## config.mk

```make
export PLATFORM = sky130hd
export DESIGN_NAME = nms_cell
export DESIGN_NICKNAME = d
export VERILOG_FILES = /design/src/design/nms_pkg.sv /design/src/design/nms_cell.sv
export SDC_FILE = /design/constraint.sdc
export NUM_CORES = 2
export LEC_CHECK = 0
export ABC_AREA = 1
export BUFFER_PORTS_ARGS = -buffer_cell sky130_fd_sc_hd__buf_2
export CAP_MARGIN = 0
export CORE_MARGIN = 4
export CORE_UTILIZATION = 40
export DETAILED_ROUTE_END_ITERATION = 6
export PLACE_DENSITY = 0.54
export SLEW_MARGIN = 20
export SYNTH_ARGS = -nofsm -noshare
export SYNTH_HDL_FRONTEND = slang
export SYNTH_SLANG_ARGS = --single-unit
```

## constraint.sdc

```tcl
create_clock -name clk -period 8.36 [get_ports clk]
set_input_delay 0.418 -clock clk [delete_from_list [all_inputs] [get_ports clk]]
set_output_delay 0.418 -clock clk [all_outputs]
set_load 0.1 [all_outputs]
```

## src/design/nms_pkg.sv

```systemverilog
// Shared types and codes for the box suppression block.
package nms_pkg;

  typedef struct packed {
    logic signed [15:0] y2;
    logic signed [15:0] x2;
    logic signed [15:0] y1;
    logic signed [15:0] x1;
  } box_t;

  typedef enum logic [2:0] {
    OUT_KEPT       = 3'd0,
    OUT_SUPPRESSED = 3'd1,
    OUT_BELOW      = 3'd2,
    OUT_OVER_CAND  = 3'd3,
    OUT_LIMIT      = 3'd4
  } outcome_t;

  typedef enum logic [1:0] {
    REG_SCORE_THR = 2'd0,
    REG_IOU_THR   = 2'd1,
    REG_CAND_LIM  = 2'd2,
    REG_RES_LIM   = 2'd3
  } cfg_reg_t;

endpackage

```

## src/design/nms_cell.sv

```systemverilog
// One kept-box cell: stores a box and tests the passing probe for overlap.
module nms_cell #(
  parameter int IDX = 0,
  parameter int CW  = 7
) (
  input  logic                 clk,
  input  logic                 rst,
  input  logic                 load,
  input  logic [CW-1:0]        count,
  input  logic [8:0]           iou_threshold,
  input  nms_pkg::box_t        probe_in,
  input  logic                 flag_in,
  output nms_pkg::box_t        probe_out,
  output logic                 flag_out
);

  nms_pkg::box_t kept;

  logic               s1_valid;
  logic signed [16:0] s1_iw, s1_ih, s1_aw, s1_ah, s1_bw, s1_bh;
  logic               s2_valid;
  logic signed [33:0] s2_inter, s2_area_a, s2_area_b;
  logic               s3_valid;
  logic signed [35:0] s3_uni;
  logic signed [33:0] s3_inter;

  logic signed [16:0] iw_raw, ih_raw;
  logic signed [15:0] lx, rx, ty, by;
  logic signed [45:0] rhs;
  logic signed [45:0] lhs;
  logic               hit;

  always_comb begin
    lx = (kept.x1 > probe_in.x1) ? kept.x1 : probe_in.x1;
    rx = (kept.x2 < probe_in.x2) ? kept.x2 : probe_in.x2;
    ty = (kept.y1 > probe_in.y1) ? kept.y1 : probe_in.y1;
    by = (kept.y2 < probe_in.y2) ? kept.y2 : probe_in.y2;
    iw_raw = 17'(rx) - 17'(lx);
    ih_raw = 17'(by) - 17'(ty);
    rhs = $signed({1'b0, iou_threshold}) * s3_uni;
    lhs = 46'(s3_inter) <<< 8;
    hit = s3_valid && (s3_uni > 36'sd0) && (lhs > rhs);
  end

  always_ff @(posedge clk) begin
    if (load && count == CW'(IDX)) begin
      kept <= probe_in;
    end
    s1_valid <= (count > CW'(IDX));
    s1_iw <= iw_raw[16] ? 17'sd0 : iw_raw;
    s1_ih <= ih_raw[16] ? 17'sd0 : ih_raw;
    s1_aw <= 17'(kept.x2) - 17'(kept.x1);
    s1_ah <= 17'(kept.y2) - 17'(kept.y1);
    s1_bw <= 17'(probe_in.x2) - 17'(probe_in.x1);
    s1_bh <= 17'(probe_in.y2) - 17'(probe_in.y1);
    s2_valid <= s1_valid;
    s2_inter <= s1_iw * s1_ih;
    s2_area_a <= s1_aw * s1_ah;
    s2_area_b <= s1_bw * s1_bh;
    s3_valid <= s2_valid;
    s3_uni <= 36'(s2_area_a) + 36'(s2_area_b) - 36'(s2_inter);
    s3_inter <= s2_inter;
    probe_out <= probe_in;
    if (rst) begin
      flag_out <= 1'b0;
    end else begin
      flag_out <= flag_in | hit;
    end
  end

endmodule

```

==> run summary <==
================================================================================
Clock tree from TritonCTS                                                  built
Wire length of the first global-routing pass                              270 mm
Filler-free cell count of the finished design                               9632
Synth top area share                                                       35.3%
Wirelength per Cell                                                      17.1 um
CP Launch Point                                                         s1_ah[5]
Layout Area Growth over Synthesis                                          7.88%
Top library cells by usage in the layout, fill and taps aside       2074 x inv_1, 1699 x nand2_1, 1085 x fa_1
Via count of the first global-routing pass                                 49800
Mapped Avg Cell Area                                                    8.15 um2
Number of H-tree levels                                                        2
Dpl cells                                                                   9475
Actual transition at the worst max-transition pin                        1.05 ns
Routed wire length                                                        165 mm
Drt pass-1 iters                                                               5
GR Util met3                                                               2.00%
Post-DRT Antenna Nets                                                          0
Tmin final                                                               6.90 ns
Pin count of the biggest net entering global routing                          65
Biggest area consumer among synthesized cells                               fa_1
Count of input and output buffers                                            148
Register area share after synthesis                                        14.0%
CTS resizes                                                                    0
Max-cap viol count                                                             0
Signal arrival time at the worst endpoint                                7.40 ns
Final count of pins violating max slew                                         0
Number of synthesis warnings                                                   0
Clk_lat worst skew                                                       0.66 ns
Placed instance area                                                   64000 um2
Number of distinct library cells after synthesis                              59
Setup fix buffers added after clock tree synthesis                             0
Worst-path clk slew                                                      0.06 ns
Met2 layer usage reported by global route                                  36.9%
Die footprint                                                         160000 um2
Leftover overflow at the end of global routing                                 0
Final-layout setup total negative slack                                     0 ns
Top fanout value on the critical path                                         17
Number of setup violations in the final report                                 0
Initial Util                                                               40.4%
RSZ-0062 raised after global routing                                          no
Clock skew after layout                                                0.0436 ns
Outcome                                                             finished clean
Summed area of non-filler cells in the final layout                    66400 um2
Syn_nets                                                                    9320
DR vias/cell                                                                4.78
Max Root-Sink Buffers                                                          3
HPWL Detailed                                                             140 mm
Initial antenna violation count                                                5
Hold Path Class                                                     input port to flop
Number of top-level design ports                                             149
Synthesized flop and latch total                                             400
Final Hold Fails                                                               0
Beginning of the worst register-to-register path                        s1_ah[5]
Width of the die                                                          400 um
Row Count                                                                    143
Clock tree root buffer cell                                            clkbuf_16
Gp weighted congestion                                                     0.892
Number of hold buffers added after cts                                        65
Synthesized instance count                                                  7551
CP required                                                              8.86 ns
Die Span Y                                                                400 um
Rel. slew slack                                                            30.1%
Commonest non-fill, non-tap cell in the layout                             inv_1
Async SR Flop Fraction                                                        0%
DRC violations left                                                            0
Number of DRC markers after the initial detailed-route iteration            2358
Core outline area                                                     152000 um2
Top_reg_cell synth                                                       dfxtp_1
Total via count in the routed design                                       46000
Number of buffers inserted during clock tree synthesis                        49
Kind of launch point of the worst setup path                                flop
Antenna fix cells                                                              0
Worst setup EP type                                                         flop
Final nets                                                                  9330
Fmax                                                                     145 MHz
Fraction of final layout cells with drive strength greater than 1          4.67%
Period utilisation layout                                                  82.5%
Clock sink count                                                             400
Busiest layer in global routing                                             met2
Total global-route track usage                                             21.0%
Start-to-end type of the worst setup path                           flop to flop
Launch instance of the worst min-delay path                              flag_in
Summed instance area of the synthesized netlist                        61600 um2
Fraction of met1 tracks used by global routing                             27.8%
Main area contributors after synthesis                              fa_1 35%, inv_1 13%, ha_1 12%, dfxtp_1 11%, nand2_1 10%
Number of enable flip-flop cells after synthesis                              64
================================================================================
sequential cells by signal, summed over array words and instances, names as in the netlist, 17 cells and up:
name and flops:
s2_inter 32, s2_area_b 34, probe_out 64, s3_inter 32, kept 64, s3_uni 36
s1_ah 17, s1_bh 17, s2_area_a 34, s1_aw 17, s1_bw 17
cells by family after synthesis:
group / count (synthesis) / synth area share [%]
buffers and inverters: 2365 / 14.4
AND/OR/NAND/NOR: 2156 / 13.9
adder cells (fa/ha/maj): 1685 / 47.5
AO/OA/AOI/OAI: 691 / 6.48
flip-flops: 400 / 14.0
XOR/XNOR: 254 / 3.61
stage by stage:
stage	worst slack (ns)	hold WS, ns	util (%)
after floorplan	1.90	0.310	-
after global placement	1.22	0.313	42.0
after detailed placement	1.24	0.318	42.0
after CTS	1.48	0.0620	43.6
after global routing	1.06	0.0911	43.6
final	1.46	0.101	43.6
metal layers:
| layer | part of all wire [%] | vias up |
|---|---|---|
| met3 | 3.9 | 185 |
| met1 | 45 | 22800 |
| met4 | 2.4 | 4 |
| met2 | 49 | 868 |
| li1 | - | 22200 |
| met5 | 0.016 | - |
worst max-delay path, cell delays in order, from the launching register on:
cell,delay [ns]
dfxtp_1,0.96
nand2_1,0.22
inv_1,0.20
fa_1,0.46
fa_1,0.86
inv_1,0.12
fa_1,0.48
fa_1,0.45
fa_1,0.50
fa_1,0.49
inv_1,0.05
ha_1,0.33
a21oi_1,0.18
nor2_1,0.06
a211oi_1,0.24
nor2_1,0.07
a2111oi_0,0.55
o221ai_1,0.30
xor2_1,0.20
final cells by class:
| type | instances | area (um2) |
|---|---|---|
| clock inverters | 28 | 343 |
| well taps | 2030 | 2540 |
| multi-input cells | 4786 | 44000 |
| clock buffers | 64 | 1390 |
| repair buffers | 246 | 1640 |
| inverters | 2078 | 7800 |
| flip-flops and latches | 400 | 8650 |
| fillers | 15500 | 86000 |
final timing paths:
kind	end	slack [ns]	depth (start not counted)
hold / removal	flag_out	0.10	3
setup / recovery	s2_area_a[32]	1.46	18
setup reg to reg	s2_area_a[32]	1.46	18
hold reg to reg	s3_valid	0.33	0
synthesized netlist by cell type (4+ instances only):
library cell and n:
a211oi_1 7, a21boi_0 5, a21boi_1 6, a21o_1 26, a21oi_1 321, a21oi_2 11
a31oi_1 35, and2_1 4, buf_2 8, clkbuf_1 278, dfxtp_1 336, edfxtp_1 64
fa_1 1086, ha_1 599, inv_1 2074, inv_2 4, nand2_1 1699, nand2_2 6
nand3_1 84, nand3b_1 10, nand4_1 37, nor2_1 222, nor3_1 30, nor4_1 17
o2111ai_1 7, o211ai_1 11, o21a_1 12, o21ai_0 159, o21ai_1 23, o21ai_2 13
o21bai_1 19, o221ai_1 5, o31ai_1 10, or2_2 36, xnor2_1 92, xor2_1 162
Power is left out: the tool's default activity adds up to more than one toggle a clock period on the data nets, which glitch-free logic cannot reach.
